===== config.mk =====
export PLATFORM = sky130hd
export DESIGN_NAME = tga_image_stream_decoder_unit_flat
export DESIGN_NICKNAME = d
export VERILOG_FILES = /design/src/design/tisd_pkg.sv /design/src/design/tisd_byte_if.sv /design/src/design/tisd_result_if.sv /design/src/design/tga_image_stream_decoder_unit.sv /design/src/flat_wrapper.sv
export VERILOG_INCLUDE_DIRS = /design/src /design/src/design
export SDC_FILE = /design/constraint.sdc
export NUM_CORES = 1
export LEC_CHECK = 0
export ABC_AREA = 1
export BUFFER_PORTS_ARGS = -buffer_cell sky130_fd_sc_hd__buf_2
export CAP_MARGIN = 20
export CORE_MARGIN = 2
export CORE_UTILIZATION = 60
export CTS_BUF_LIST = sky130_fd_sc_hd__clkbuf_4
export DETAILED_ROUTE_END_ITERATION = 16
export PLACE_DENSITY = 0.74
export SLEW_MARGIN = 10
export SYNTH_ARGS = -nofsm -noshare
export SYNTH_HDL_FRONTEND = slang
export SYNTH_SLANG_ARGS = --single-unit

===== constraint.sdc =====
create_clock -name clk -period 10.2 [get_ports clk]
set_input_delay 1.02 -clock clk [delete_from_list [all_inputs] [get_ports clk]]
set_output_delay 1.02 -clock clk [all_outputs]
set_load 0.01 [all_outputs]

===== src/design/tga_image_stream_decoder_unit_defines.svh =====
// Assertion macros used by the decoder unit.
`ifndef TGA_IMAGE_STREAM_DECODER_UNIT_DEFINES_SVH
`define TGA_IMAGE_STREAM_DECODER_UNIT_DEFINES_SVH

// The consequent must hold in the same cycle as the antecedent.
`define TISD_ASSERT_NOW(label, clk, rst, ante, cons) \
  label: assert property (@(posedge clk) disable iff (rst) (ante) |-> (cons)) \
    else $error("decoder check failed");

// The consequent must hold in the cycle after the antecedent.
`define TISD_ASSERT_NEXT(label, clk, rst, ante, cons) \
  label: assert property (@(posedge clk) disable iff (rst) (ante) |=> (cons)) \
    else $error("decoder check failed");

`endif


===== src/design/tisd_pkg.sv =====
package tisd_pkg;

  typedef enum logic [5:0] {
    PH_IDLE    = 6'b000001,
    PH_HEADER  = 6'b000010,
    PH_IDSKIP  = 6'b000100,
    PH_PKTHEAD = 6'b001000,
    PH_PIXEL   = 6'b010000,
    PH_DONE    = 6'b100000
  } phase_t;

  typedef enum logic [1:0] {
    KIND_PIXEL  = 2'd0,
    KIND_HEADER = 2'd1,
    KIND_UNSUP  = 2'd2
  } kind_t;

  // Header byte offsets.
  localparam logic [4:0] HDR_ID_LEN    = 5'd0;
  localparam logic [4:0] HDR_TYPE      = 5'd2;
  localparam logic [4:0] HDR_WIDTH_LO  = 5'd12;
  localparam logic [4:0] HDR_WIDTH_HI  = 5'd13;
  localparam logic [4:0] HDR_HEIGHT_LO = 5'd14;
  localparam logic [4:0] HDR_HEIGHT_HI = 5'd15;
  localparam logic [4:0] HDR_DEPTH     = 5'd16;
  localparam logic [4:0] HDR_DESC      = 5'd17;

  localparam logic [7:0] TYPE_RAW_COLOR = 8'd2;
  localparam logic [7:0] TYPE_RAW_GRAY  = 8'd3;
  localparam logic [7:0] TYPE_RLE_COLOR = 8'd10;

  localparam logic [7:0] DEPTH_8  = 8'd8;
  localparam logic [7:0] DEPTH_24 = 8'd24;
  localparam logic [7:0] DEPTH_32 = 8'd32;

  localparam logic [2:0] BPP_NONE = 3'd0;
  localparam logic [2:0] BPP_1    = 3'd1;
  localparam logic [2:0] BPP_3    = 3'd3;
  localparam logic [2:0] BPP_4    = 3'd4;

  typedef struct packed {
    kind_t       kind;
    logic [31:0] pixel_value;
    logic [7:0]  run_count;
    logic        is_last;
    logic [15:0] image_width;
    logic [15:0] image_height;
    logic [2:0]  pixel_bytes;
    logic        flip_rows;
    logic        mirror_columns;
  } result_t;

endpackage


===== src/design/tisd_byte_if.sv =====
interface tisd_byte_if;
  logic       valid;
  logic       ready;
  logic [7:0] data_byte;
  logic       start_of_file;

  modport source (output valid, output data_byte, output start_of_file, input ready);
  modport sink (input valid, input data_byte, input start_of_file, output ready);
endinterface


===== src/design/tisd_result_if.sv =====
interface tisd_result_if
  import tisd_pkg::*;
  ();
  logic        valid;
  logic        ready;
  kind_t       kind;
  logic [31:0] pixel_value;
  logic [7:0]  run_count;
  logic        is_last;
  logic [15:0] image_width;
  logic [15:0] image_height;
  logic [2:0]  pixel_bytes;
  logic        flip_rows;
  logic        mirror_columns;

  modport source (
    output valid, output kind, output pixel_value, output run_count, output is_last,
    output image_width, output image_height, output pixel_bytes, output flip_rows,
    output mirror_columns, input ready
  );
  modport sink (
    input valid, input kind, input pixel_value, input run_count, input is_last,
    input image_width, input image_height, input pixel_bytes, input flip_rows,
    input mirror_columns, output ready
  );
endinterface


===== src/design/tga_image_stream_decoder_unit.sv =====
// Channel   Direction  Item
// stream    in         one file byte plus start-of-file mark
// result    out        header status or one pixel with its run count
//
// A byte can be taken on every clock while the result register is not stalled.
// A result sits in the output register until taken; a byte is taken while the
// register is empty or being emptied in the same cycle.
// A result is registered and shows in the cycle after the byte that completes it is taken.
// rst is synchronous and returns the decoder to idle, waiting for a start mark.
`include "tga_image_stream_decoder_unit_defines.svh"

module tga_image_stream_decoder_unit
  import tisd_pkg::*;
(
  input  logic          clk,
  input  logic          rst,
  tisd_byte_if.sink     stream,
  tisd_result_if.source result
);

  typedef struct packed {
    phase_t      phase;
    logic [4:0]  header_index;
    logic [7:0]  id_skip_left;
    logic [15:0] width_reg;
    logic [15:0] height_reg;
    logic [2:0]  bpp;
    logic        compressed;
    logic [1:0]  desc_flags;
    logic [31:0] pixels_left;
    logic [7:0]  packet_left;
    logic        packet_is_run;
    logic [23:0] assembly;
    logic [1:0]  byte_in_pixel;
    logic        type_ok;
  } state_t;

  localparam state_t ST_RESET = '{phase: PH_IDLE, default: '0};

  state_t  st;
  state_t  cur;
  state_t  st_next;
  result_t res;
  result_t res_next;
  logic    res_valid;
  logic    emit;
  logic    in_fire;
  logic [7:0]  b;
  logic [7:0]  pkt_count;
  logic [7:0]  pix_count;
  logic [31:0] pix_value;

  function automatic state_t enter_data(state_t s);
    state_t r;
    r = s;
    r.byte_in_pixel = '0;
    r.assembly = '0;
    r.packet_left = '0;
    r.packet_is_run = 1'b0;
    r.phase = s.compressed ? PH_PKTHEAD : PH_PIXEL;
    return r;
  endfunction

  assign stream.ready = !res_valid || result.ready;
  assign in_fire = stream.valid && stream.ready;
  assign b = stream.data_byte;

  always_comb begin
    cur = st;
    if (stream.start_of_file) begin
      cur = '0;
      cur.phase = PH_HEADER;
    end
    st_next = cur;
    emit = 1'b0;
    pkt_count = {1'b0, b[6:0]} + 8'd1;
    pix_count = 8'd1;
    pix_value = '0;
    res_next.kind = KIND_PIXEL;
    res_next.pixel_value = '0;
    res_next.run_count = 8'd1;
    res_next.is_last = 1'b0;
    res_next.pixel_bytes = cur.bpp;

    case (cur.phase)
      PH_HEADER: begin
        case (cur.header_index)
          HDR_ID_LEN: st_next.id_skip_left = b;
          HDR_TYPE: begin
            st_next.type_ok = (b == TYPE_RAW_COLOR) || (b == TYPE_RAW_GRAY) ||
                              (b == TYPE_RLE_COLOR);
            st_next.compressed = (b == TYPE_RLE_COLOR);
          end
          HDR_WIDTH_LO: st_next.width_reg[7:0] = b;
          HDR_WIDTH_HI: st_next.width_reg[15:8] = b;
          HDR_HEIGHT_LO: st_next.height_reg[7:0] = b;
          HDR_HEIGHT_HI: st_next.height_reg[15:8] = b;
          HDR_DEPTH: begin
            if (b == DEPTH_8) begin
              st_next.bpp = BPP_1;
            end else if (b == DEPTH_24) begin
              st_next.bpp = BPP_3;
            end else if (b == DEPTH_32) begin
              st_next.bpp = BPP_4;
            end else begin
              st_next.bpp = BPP_NONE;
            end
          end
          default: ;
        endcase
        if (cur.header_index != HDR_DESC) begin
          st_next.header_index = cur.header_index + 5'd1;
        end else begin
          st_next.desc_flags = {b[5], b[4]};
          emit = 1'b1;
          res_next.pixel_bytes = st_next.bpp;
          if (!st_next.type_ok || st_next.bpp == BPP_NONE) begin
            st_next.phase = PH_IDLE;
            res_next.kind = KIND_UNSUP;
            res_next.pixel_bytes = BPP_NONE;
          end else if (st_next.width_reg == '0 || st_next.height_reg == '0) begin
            st_next.phase = PH_DONE;
            res_next.kind = KIND_HEADER;
            res_next.is_last = 1'b1;
          end else begin
            st_next.pixels_left = {16'd0, st_next.width_reg} * {16'd0, st_next.height_reg};
            res_next.kind = KIND_HEADER;
            if (st_next.id_skip_left != '0) begin
              st_next.phase = PH_IDSKIP;
            end else begin
              st_next = enter_data(st_next);
            end
          end
        end
      end
      PH_IDSKIP: begin
        st_next.id_skip_left = cur.id_skip_left - 8'd1;
        if (st_next.id_skip_left == '0) begin
          st_next = enter_data(st_next);
        end
      end
      PH_PKTHEAD: begin
        if ({24'd0, pkt_count} > cur.pixels_left) begin
          st_next.packet_left = cur.pixels_left[7:0];
        end else begin
          st_next.packet_left = pkt_count;
        end
        st_next.packet_is_run = b[7];
        st_next.byte_in_pixel = '0;
        st_next.assembly = '0;
        st_next.phase = PH_PIXEL;
      end
      PH_PIXEL: begin
        if ({1'b0, cur.byte_in_pixel} + 3'd1 < cur.bpp) begin
          case (cur.byte_in_pixel)
            2'd0: st_next.assembly[7:0] = cur.assembly[7:0] | b;
            2'd1: st_next.assembly[15:8] = cur.assembly[15:8] | b;
            2'd2: st_next.assembly[23:16] = cur.assembly[23:16] | b;
            default: ;
          endcase
          st_next.byte_in_pixel = cur.byte_in_pixel + 2'd1;
        end else begin
          if (cur.bpp == BPP_1) begin
            pix_value = {24'd0, b};
          end else if (cur.bpp == BPP_3) begin
            pix_value = {8'd0, cur.assembly[7:0], cur.assembly[15:8], b};
          end else begin
            pix_value = {b, cur.assembly[7:0], cur.assembly[15:8], cur.assembly[23:16]};
          end
          st_next.byte_in_pixel = '0;
          st_next.assembly = '0;
          if (cur.compressed && cur.packet_is_run) begin
            pix_count = cur.packet_left;
            st_next.packet_left = '0;
          end else if (cur.packet_left != '0) begin
            st_next.packet_left = cur.packet_left - 8'd1;
          end
          st_next.pixels_left = cur.pixels_left - {24'd0, pix_count};
          emit = 1'b1;
          res_next.kind = KIND_PIXEL;
          res_next.pixel_value = pix_value;
          res_next.run_count = pix_count;
          if (st_next.pixels_left == '0) begin
            st_next.phase = PH_DONE;
            res_next.is_last = 1'b1;
          end else if (cur.compressed && st_next.packet_left == '0) begin
            st_next.phase = PH_PKTHEAD;
          end
        end
      end
      default: ;
    endcase

    res_next.image_width = st_next.width_reg;
    res_next.image_height = st_next.height_reg;
    res_next.flip_rows = st_next.desc_flags[1];
    res_next.mirror_columns = st_next.desc_flags[0];
  end

  always_ff @(posedge clk) begin
    if (rst) begin
      st <= ST_RESET;
      res_valid <= 1'b0;
    end else begin
      if (in_fire) begin
        st <= st_next;
      end
      if (in_fire && emit) begin
        res_valid <= 1'b1;
      end else if (result.ready) begin
        res_valid <= 1'b0;
      end
    end
  end

  always_ff @(posedge clk) begin
    if (in_fire && emit) begin
      res <= res_next;
    end
  end

  assign result.valid = res_valid;
  assign result.kind = res.kind;
  assign result.pixel_value = res.pixel_value;
  assign result.run_count = res.run_count;
  assign result.is_last = res.is_last;
  assign result.image_width = res.image_width;
  assign result.image_height = res.image_height;
  assign result.pixel_bytes = res.pixel_bytes;
  assign result.flip_rows = res.flip_rows;
  assign result.mirror_columns = res.mirror_columns;

  `TISD_ASSERT_NOW(a_stall_blocks_input, clk, rst, res_valid && !result.ready, !stream.ready)
  `TISD_ASSERT_NOW(a_pixel_phase_has_work, clk, rst, st.phase == PH_PIXEL, st.pixels_left != '0)
  `TISD_ASSERT_NEXT(a_last_ends_image, clk, rst, in_fire && emit && res_next.is_last, st.phase == PH_DONE)
  `TISD_ASSERT_NOW(a_pixel_count_nonzero, clk, rst, res_valid && res.kind == KIND_PIXEL, res.run_count != '0)

endmodule

===== src/flat_wrapper.sv =====
// flat-port wrapper written by rule: the top's interface ports become plain ports
module tga_image_stream_decoder_unit_flat import tisd_pkg::*;
  (clk, rst, stream_valid, stream_data_byte, stream_start_of_file, stream_ready, result_valid, result_kind, result_pixel_value, result_run_count, result_is_last, result_image_width, result_image_height, result_pixel_bytes, result_flip_rows, result_mirror_columns, result_ready);
  tisd_byte_if stream_i ();
  tisd_result_if result_i ();
  input  logic clk;
  input  logic rst;
  input wire logic [$bits(stream_i.valid)-1:0] stream_valid;
  input wire logic [$bits(stream_i.data_byte)-1:0] stream_data_byte;
  input wire logic [$bits(stream_i.start_of_file)-1:0] stream_start_of_file;
  output wire logic [$bits(stream_i.ready)-1:0] stream_ready;
  output wire logic [$bits(result_i.valid)-1:0] result_valid;
  output wire logic [$bits(result_i.kind)-1:0] result_kind;
  output wire logic [$bits(result_i.pixel_value)-1:0] result_pixel_value;
  output wire logic [$bits(result_i.run_count)-1:0] result_run_count;
  output wire logic [$bits(result_i.is_last)-1:0] result_is_last;
  output wire logic [$bits(result_i.image_width)-1:0] result_image_width;
  output wire logic [$bits(result_i.image_height)-1:0] result_image_height;
  output wire logic [$bits(result_i.pixel_bytes)-1:0] result_pixel_bytes;
  output wire logic [$bits(result_i.flip_rows)-1:0] result_flip_rows;
  output wire logic [$bits(result_i.mirror_columns)-1:0] result_mirror_columns;
  input wire logic [$bits(result_i.ready)-1:0] result_ready;
  assign stream_i.valid = stream_valid;
  assign stream_i.data_byte = stream_data_byte;
  assign stream_i.start_of_file = stream_start_of_file;
  assign stream_ready = stream_i.ready;
  assign result_valid = result_i.valid;
  assign result_kind = result_i.kind;
  assign result_pixel_value = result_i.pixel_value;
  assign result_run_count = result_i.run_count;
  assign result_is_last = result_i.is_last;
  assign result_image_width = result_i.image_width;
  assign result_image_height = result_i.image_height;
  assign result_pixel_bytes = result_i.pixel_bytes;
  assign result_flip_rows = result_i.flip_rows;
  assign result_mirror_columns = result_i.mirror_columns;
  assign result_i.ready = result_ready;
  tga_image_stream_decoder_unit u_core (.clk(clk), .rst(rst), .stream(stream_i), .result(result_i));
endmodule

==> results of run 1 <==
[worst max-delay path: cells and delay by family]
kind	cells	cell delay, ps
adder cells (fa/ha/maj)	8	3740
AND/OR/NAND/NOR	10	1590
buffers and inverters	8	1210
AO/OA/AOI/OAI	4	910
XOR/XNOR	1	140
[metrics by stage]
stage / hold slack, ps / instances
4_1_cts: 467 / 3640
6_report: 470 / 3641
3_3_place_gp: 453 / 3531
5_1_grt: 485 / 3641
2_1_floorplan: 436 / 3085
3_5_place_dp: 457 / 3532
[final timing paths]
check,start,end,slack [ps],cells after the start
worst min-delay path,u_core.st[1],u_core.st[1],470,2
worst max-delay path,stream_start_of_file,u_core.st[61],2210,31
worst min register to register,u_core.st[1],u_core.st[1],470,2
worst max register to register,u_core.st[114],u_core.st[61],2550,29
[metal layers]
| metal | up-vias | global-route usage [%] |
|---|---|---|
| met5 | - | 0 |
| met4 | 4 | 18.1 |
| met2 | 1250 | 59.9 |
| li1 | 9974 | - |
| met3 | 253 | 8.29 |
| met1 | 10200 | 50.6 |
[kinds of logic after synthesis]
family	after synthesis
AO/OA/AOI/OAI	581
XOR/XNOR	35
adder cells (fa/ha/maj)	329
buffers and inverters	654
flip-flops	206
AND/OR/NAND/NOR	1280
[sequential cells by signal, summed over array words and instances, names as in the netlist]
| register | count |
|---|---|
| u_core.result.image_width | 16 |
| u_core.result.mirror_columns | 1 |
| u_core.result.run_count | 8 |
| u_core.st | 125 |
| u_core.result.flip_rows | 1 |
| u_core.result.pixel_bytes | 3 |
| u_core.result.kind | 2 |
| u_core.result.is_last | 1 |
| u_core.result.valid | 1 |
| u_core.result.pixel_value | 32 |
| u_core.result.image_height | 16 |
[cell usage in the layout (no fill, tap or decap), types with 8 or more instances in the layout]
master                     synthesis  routed
sky130_fd_sc_hd__buf_4             2      24
sky130_fd_sc_hd__nor2_1          383     383
sky130_fd_sc_hd__fa_1            195     195
sky130_fd_sc_hd__clkbuf_4          0      80
sky130_fd_sc_hd__o221ai_1         16      16
sky130_fd_sc_hd__a221oi_1          8       8
sky130_fd_sc_hd__o21ai_1          26      26
sky130_fd_sc_hd__nor3_1           10      10
sky130_fd_sc_hd__a31oi_1          36      36
sky130_fd_sc_hd__o211ai_1         25      25
sky130_fd_sc_hd__clkinv_1         10      30
sky130_fd_sc_hd__buf_2            20      94
sky130_fd_sc_hd__a21oi_1         158     158
sky130_fd_sc_hd__ha_1            134     134
sky130_fd_sc_hd__o21a_1           14      14
sky130_fd_sc_hd__nand3_1         110     110
sky130_fd_sc_hd__xnor2_1          14      14
sky130_fd_sc_hd__nand4_1          34      34
sky130_fd_sc_hd__nand2_2           9      10
sky130_fd_sc_hd__o22ai_1          11      11
sky130_fd_sc_hd__inv_1           505     503
sky130_fd_sc_hd__o21ai_0         256     256
sky130_fd_sc_hd__xor2_1           21      21
sky130_fd_sc_hd__nand2_1         710     709
sky130_fd_sc_hd__dfxtp_1         126     126
sky130_fd_sc_hd__edfxtp_1         80      80
[power by group through the flow]
stage | registers, mW | clock network, mW | logic [mW]
after floorplan | 0.914 | 0 | 0.371
after global placement | 0.916 | 0 | 0.510
after detailed placement | 0.917 | 0 | 0.520
after CTS | 0.899 | 0.843 | 0.523
after global routing | 0.902 | 0.888 | 0.591
final | 0.900 | 0.839 | 0.540
[layout make-up]
| class | instances | area [µm²] |
|---|---|---|
| multi-input combinational | 2225 | 14300 |
| fill | 3208 | 12400 |
| sequential | 206 | 4920 |
| inverter | 521 | 1960 |
| timing repair buffer | 119 | 662 |
| clock buffer | 80 | 601 |
| tap | 461 | 577 |
| clock inverter | 28 | 198 |
| antenna | 1 | 2.50 |
==> metrics list, run 1 <==
* Top sig layer: met5
* Clock tree root driver cell: sky130_fd_sc_hd__clkbuf_4
* Setup TNS: 0 ps
- H-tree level count: 2
- Sum of met2 wire segment lengths after detailed routing: 31,400 µm
- Critical Setup Path Class: in -> reg
- The internal portion of the total power is 1.47 mW.
* Total clock sinks: between 200 and 250
* Cell repeated most along the worst path: sky130_fd_sc_hd__fa_1
- The design draws between 2 and 2.5 mW.
* Mapped Avg Cell Area: ~7.1 µm²
* Endpoint type of the worst setup path: register
- For this block, the routed nets add up to a little over 70,000 µm of wire.
* Leading register cell type out of synthesis: sky130_fd_sc_hd__dfxtp_1
- Global routing used 38.2% of the available tracks.
- Global routing finished with a remaining overflow of 0.
- Post-route minimum period: 7990 ps
- For this run, the share of the core covered by cells in the final layout is between 60 and 70%.
- Met1 Routed Length: 28,700 µm
- The worst pin sits at a relative slew slack of 26.0%.
- The finished cells cover 23,200 µm².
- Slew at the pin closest to its max-slew limit: around 1100 ps
- Count of unique library cells instantiated by Yosys: 52
- Drt via density: ~6.0
- From left edge to right edge, the die measures 194 µm.
- The floorplan step set the die height to 194 µm.
* Reported max-cap violation count: 0
- After detailed routing, the number of remaining DRC violations is 0.
- Number of gates resized after cts: 0
- Summing the areas of all xor and xnor instances in the mapped netlist gives about 1.4% of the synthesized area.
* Die ar.: about 38,000 µm²
- Once the floorplan was initialized, standard cells occupied 61.1% of the core.
- Entering global routing, the biggest net connects 97 pins.
* TritonCTS buffer count: 58
- After synthesis, the share of cell area in mux cells is 0%.
- Max Clock Skew: just under 80 ps
- Number of hold-slack violations in the final timing report: 0
- Async set or reset register ratio after synthesis: 0%
* Slowest cell on the critical path: sky130_fd_sc_hd__ha_1
- Summing the areas of all and, or, nand and nor instances in the mapped netlist gives a little under a quarter of the synthesized area.
- Reg power frac: 39.5%
* Total of flip-flops plus latches after synthesis: 206
- Drt wl/cell: between 15 and 20 µm
- In this run the worst hold path is classified as reg -> reg.
- Clk Latency, worst-skew pair: 840 ps
- Placement Rows: 69
* Buffers inserted during post-CTS setup optimization: 0
- Core Footprint: approximately 36,000 µm²
- Share of Yosys cell area claimed by the top area cell type: 17.9%
- The flow ran to the end, and the final reports show no timing, DRC or antenna violations.
- The routed layout has 21,700 vias.
- Switching power: 810 µW
* Post-synth EDFFs: 80
- Post-Synthesis Cells: between 3,000 and 4,000
- The wire-length estimate of the detail-placed layout is around 53,000 µm.
- Highest cell delay on the worst timing path: 580 ps
* Final net count: around 3,500
- Post-place setup slack: 1660 ps
* RSZ-0062 raised after global routing: no
* VDD IR max: 0.0693 mV
* CP required: 10,850 ps
- Startpoint Class: input port
- Data arrives at the worst endpoint at 8650 ps.
* Largest family of logic cells by synthesized area: adder cells
- Area growth from synthesis to layout: 6.78%
- Final critical-path share of the clock period: 78.4%
* Boundary pin count: 95
* Number of antenna-violating nets in the routed design: 0
* Cell with the most instances after synthesis: sky130_fd_sc_hd__nand2_1
- Area fraction in compound gates after synthesis: around 15%
- Setup violations remaining at the end of the flow were counted as 0.
- The clock network is responsible for about 37% of the overall power.
* Total power per unit cell area: 98.0 nW/µm²
- The number of global-route vias before repair is 21,100.
* Yosys warning total: 0
- Per report_power, the combinational group accounts for a little under a quarter of the total.
- Post-Synthesis Cell Area: roughly 22,000 µm²
- Area share of fa/ha/maj cells after synthesis: 25.6%
- Dominant cell type by area after synthesis: sky130_fd_sc_hd__fa_1
- The first global-routing pass estimated 114,000 µm of wire.
- Leak pwr: 11.1 nW
- Of the cells placed in the final design, the portion with a size suffix greater than 1 is 7.80%.
- DR iter-0 viols: around 2,200
* Area post-placement: 22,400 µm²
- Total met3 wirelength after detailed routing: 7760 µm
- Buffer depth of the longest clock path: 3
- CTS clk-pin slew, worst paths: about 70 ps
- The total count of max-transition violations in the final report was 0.
- Hold bufs inserted after CTS: 0
- After layout, the worst setup slack is ~2200 ps.
* Fmax achieved: 125 MHz
* Buffers on Ports: 94
- After synthesis, flip-flops and latches occupy 22.6% of the total area.
- Routability cong.: slightly below 1
* Biggest area contributors in the synthesized netlist: sky130_fd_sc_hd__fa_1 18%, sky130_fd_sc_hd__nand2_1 12%, sky130_fd_sc_hd__dfxtp_1 12%, sky130_fd_sc_hd__edfxtp_1 11%, sky130_fd_sc_hd__inv_1 8.7%
* Max FO, Critical Path: between 60 and 70
- Pre-Repair DR Iteration Count: 8
* Syn Nets: between 3,000 and 4,000
- The commonest cells after synthesis are 710 x sky130_fd_sc_hd__nand2_1, 505 x sky130_fd_sc_hd__inv_1, 383 x sky130_fd_sc_hd__nor2_1.
- TritonCTS built the clock tree.
- The number of antenna violations at the first check in global routing is 3.
* Switching part of the total: 35.6%
Note: power is estimated with default switching activity, not from simulation.
==> run 2: changes to the inputs <==
--- a/config.mk
+++ b/config.mk
@@ -10,10 +10,10 @@
 export BUFFER_PORTS_ARGS = -buffer_cell sky130_fd_sc_hd__buf_2
 export CAP_MARGIN = 20
 export CORE_MARGIN = 2
-export CORE_UTILIZATION = 60
+export CORE_UTILIZATION = 59
 export CTS_BUF_LIST = sky130_fd_sc_hd__clkbuf_4
 export DETAILED_ROUTE_END_ITERATION = 16
-export PLACE_DENSITY = 0.74
+export PLACE_DENSITY = 0.76
 export SLEW_MARGIN = 10
 export SYNTH_ARGS = -nofsm -noshare
 export SYNTH_HDL_FRONTEND = slang
==> constraint.sdc (replaced) <==
create_clock -name clk -period 6.4 [get_ports clk]
set_input_delay 0.64 -clock clk [delete_from_list [all_inputs] [get_ports clk]]
set_output_delay 0.64 -clock clk [all_outputs]
set_load 0.01 [all_outputs]
==> run 2 against run 1 <==
Against the previous run:
- the flow now finishes with violations (setup timing)
- clock skew down 44 ps
- register-to-register slack worse by 2700 ps
- clock-buffer cell count up 2
- total power up 63%
- via count up 6.5%
- sequential power up 59%
- first-iteration DRC count up 8.9%
- non-clock buffer count up 265
- critical path depth down 4
- sequential share of layout area down 2.3 points
- routed wire length up 8.2%
- critical endpoint is now u_core.st[65]
- largest cell class unchanged
==> metrics list, run 2 (synthesized netlist as in run 1, its figures left out) <==
- Setup-violating endpoint count in the final report: 7 (+7)
- The die outline area was 38,500 µm² (+1.7%).
* Violated checks: setup timing
* Total vias in the final route: 23,100 (+6.5%)
- Setup TNS: -685 ps (-685 ps)
- Slew at the pin closest to its max-slew limit: 1160 ps (+54.3 ps)
* Share of post-route cells with drive strength above 1: 19.3% (+12 points)
- Largest net degree at the start of global routing: 113 (+16%)
- Cell repeated most along the worst path: sky130_fd_sc_hd__fa_1
- The wire length per cell was 19.7 µm (+0.51%).
- The power density over cell area is 142 nW/µm² (+45%).
- Cell internal power dissipation: 2.33 mW (+58%)
* H-tree level count: 2 (unchanged)
* Die H: 196 µm (+0.83%)
- Number of antenna-violating nets in the routed design: 0 (unchanged)
- Static timing analysis puts the maximum clock frequency at 152 MHz.
* Launch point of the worst hold path: result_ready
- The setup path with the least slack is of type reg -> reg.
- The top cell types in the final layout, fill and taps aside, are 682 x sky130_fd_sc_hd__nand2_1, 477 x sky130_fd_sc_hd__inv_1, 366 x sky130_fd_sc_hd__nor2_1.
- Clk network pwr share: 34.2% (-2.6 points)
* Max Clock Skew: 34.5 ps (-44.2 ps)
- Number of hold-slack violations in the final timing report: 0 (unchanged)
* Highest cell delay on the worst timing path: 610 ps (+30 ps)
- The remaining global-route overflow was 0 (unchanged).
- The remaining design rule violation count is 0 (unchanged).
- TritonCTS built the clock tree.
- Slowest cell on the critical path: sky130_fd_sc_hd__fa_1
- The mean number of vias per cell is 5.90 (-1.1%).
* Buffer depth of the longest clock path: 3 (unchanged)
- The number of buffers created by CTS came to 58 (unchanged).
- Post-detailed-placement half-perimeter wirelength: 57,900 µm (+9.4%)
* Total clock sinks: 206 (unchanged)
- Slack of the worst reg-to-reg path: -180 ps (-2730 ps)
- The area growth from synthesis to layout is 19.9%.
- In this run the worst setup path begins at u_core.st[114].
- The routability-driven placement congestion ratio was 0.989 (+0.46%).
- The total wirelength of the detailed-routed design is 77,200 µm (+8.2%).
- Clk Latency, worst-skew pair: 840 ps (about the same)
* Wire length of the first global-routing pass: 120,000 µm (+5.8%)
- The clock transition time at the flip-flop clock pins of the worst setup and hold paths is 70 ps (about the same).
* Final net count: 3,742 (+7.7%)
- Worst slew margin: 22.3% (-3.6 points)
* Antenna violations before repair: 3 (unchanged)
- RSZ-0062 raised after global routing: yes
- The total net switching power was 1.38 mW (+71%).
- The top-level I/O count is 95 (unchanged).
- Total track usage: 40.3% (+2.0 points)
* Run status: complete, but fails checks
- Buffers on Ports: 94 (unchanged)
* Switching part of the total: 37.3% (+1.7 points)
* Post-route non-filler standard cell count: 3,920 (+7.7%)
- Reported max-cap violation count: 0 (unchanged)
- The worst setup path is launched from a register.
- The number of flip-flops under the largest register name was 125 (unchanged).
- Worst flop-to-flop path startpoint: u_core.st[114]
- Max-slew violation total from the final report: 0 (unchanged)
- The path class of the tightest hold or removal check is in -> reg.
* Post-route minimum period: about 6600 ps
- Core Footprint: 36,400 µm² (+2.2%)
* Final critical-path share of the clock period: 103%
- Combinational share of power: 27.1% (+3.4 points)
- CP required: 7060 ps (-3790 ps)
- The worst setup path is captured at a register.
- The count of routing violations after the opening detailed-route iteration came to 2,397 (+8.9%).
* Reg power frac: 38.6% (-0.9 points)
* Pre-Repair DR Iteration Count: 8 (unchanged)
- Leaving out fill and tap cells, the most frequent cell in the layout is sky130_fd_sc_hd__nand2_1.
* Fin util: 71.6% (+6.4 points)
* Clock tree root driver cell: sky130_fd_sc_hd__clkbuf_4
* Placement Rows: 70 (+1.4%)
- The peak supply drop is 0.121 mV (+74%).
- Max FO, Critical Path: 7 (-89%)
- The count of hold buffers inserted by post-cts repair was 0 (unchanged).
* Die width: 196 µm (+0.83%)
* Crit path arrival time: 7250 ps (-1400 ps)
- Leak pwr: 12.6 nW (+13%)
- Initial core utilization: 59.8% (-1.3 points)
- The setup slack at placement was -675 ps (-2330 ps).
- The number of placed instances with taps included came to 3,772 (+6.8%).
* CP Buf/Inv Count: 6 (-2)
- Register with the highest flop count: u_core.st
* Post-layout worst setup margin: -184 ps (-2390 ps)
- Critical path's top delay family: adder cells
* Via count of the first global-routing pass: 22,600 (+7.1%)
run 2: cell types whose count changed in the layout (fill, tap and decap cells not counted), sizes merged:
cell | previous run | this run
buf | 119 | 384
diode | 1 | 2
nand2 | 720 | 722
bufinv | 3 | 0
inv | 511 | 513
clkinvlp | 0 | 3
clkbuf | 80 | 82
run 2: through the flow:
stage	total power [mW]	instance area [µm²]	hold WS, ps
final	3.71	26100	140
after global routing	3.87	26100	183
after CTS	3.65	25500	112
after detailed placement	2.39	24400	456
after global placement	2.37	24400	452
after floorplan	2.06	22000	436
run 2: path summary, 6_finish.rpt:
check                   endpoint  depth (start not counted)
max                u_core.st[65]                         27
min reg2reg       u_core.st[124]                          2
min          u_core.result.valid                          4
max reg2reg        u_core.st[65]                         27
run 2: cell type report:
type | instances | area [µm²]
repair buffers | 384 | 2840
inverters | 521 | 1990
flip-flops and latches | 206 | 4930
well taps | 468 | 586
clock buffers | 82 | 616
repair inverters | 2 | 15.0
multi-input cells | 2227 | 15000
clock inverters | 28 | 129
diodes | 2 | 5.00
fillers | 2992 | 10300
run 2: routing by layer:
layer | vias to the layer above | track usage, % | part of all wire, %
li1 | 10500 | - | -
met3 | 298 | 8.92 | 11
met5 | - | 0 | 0
met4 | 0 | 17.6 | 4.7
met1 | 10900 | 53.6 | 40
met2 | 1388 | 63.3 | 44
run 2: worst register-to-register path, stage by stage, from the launching register on:
cell	delay, ps
sky130_fd_sc_hd__dfxtp_2	370
sky130_fd_sc_hd__nand2_4	70
sky130_fd_sc_hd__buf_4	150
sky130_fd_sc_hd__nor2_4	230
sky130_fd_sc_hd__nand2_4	130
sky130_fd_sc_hd__o21ai_1	150
sky130_fd_sc_hd__buf_4	200
sky130_fd_sc_hd__buf_4	170
sky130_fd_sc_hd__nand2_1	80
sky130_fd_sc_hd__fa_1	500
sky130_fd_sc_hd__fa_1	520
sky130_fd_sc_hd__inv_1	50
sky130_fd_sc_hd__fa_1	460
sky130_fd_sc_hd__fa_1	490
sky130_fd_sc_hd__fa_1	610
sky130_fd_sc_hd__inv_2	50
sky130_fd_sc_hd__fa_1	540
sky130_fd_sc_hd__inv_2	60
sky130_fd_sc_hd__ha_4	290
sky130_fd_sc_hd__nand4_1	200
sky130_fd_sc_hd__nor3_4	190
sky130_fd_sc_hd__nand4_1	200
sky130_fd_sc_hd__nand3_2	180
sky130_fd_sc_hd__a21oi_2	70
sky130_fd_sc_hd__xor2_1	200
sky130_fd_sc_hd__o22ai_1	100
sky130_fd_sc_hd__nand2_1	100
sky130_fd_sc_hd__a21oi_2	50
run 2: timing repair:
action                                  CTS  global route
gates cloned                              3             2
pin swaps                                19            45
setup buffers                             8            23
resized for setup                        63           130
endpoints found under the setup margin   19            22
run 2: power groups by stage:
stage	combinational, mW	sequential [mW]	clock [mW]
2_1_floorplan	0.599	1.46	0
3_3_place_gp	0.908	1.46	0
3_5_place_dp	0.926	1.46	0
4_1_cts	0.944	1.43	1.27
5_1_grt	1.09	1.44	1.34
6_report	1.01	1.43	1.27
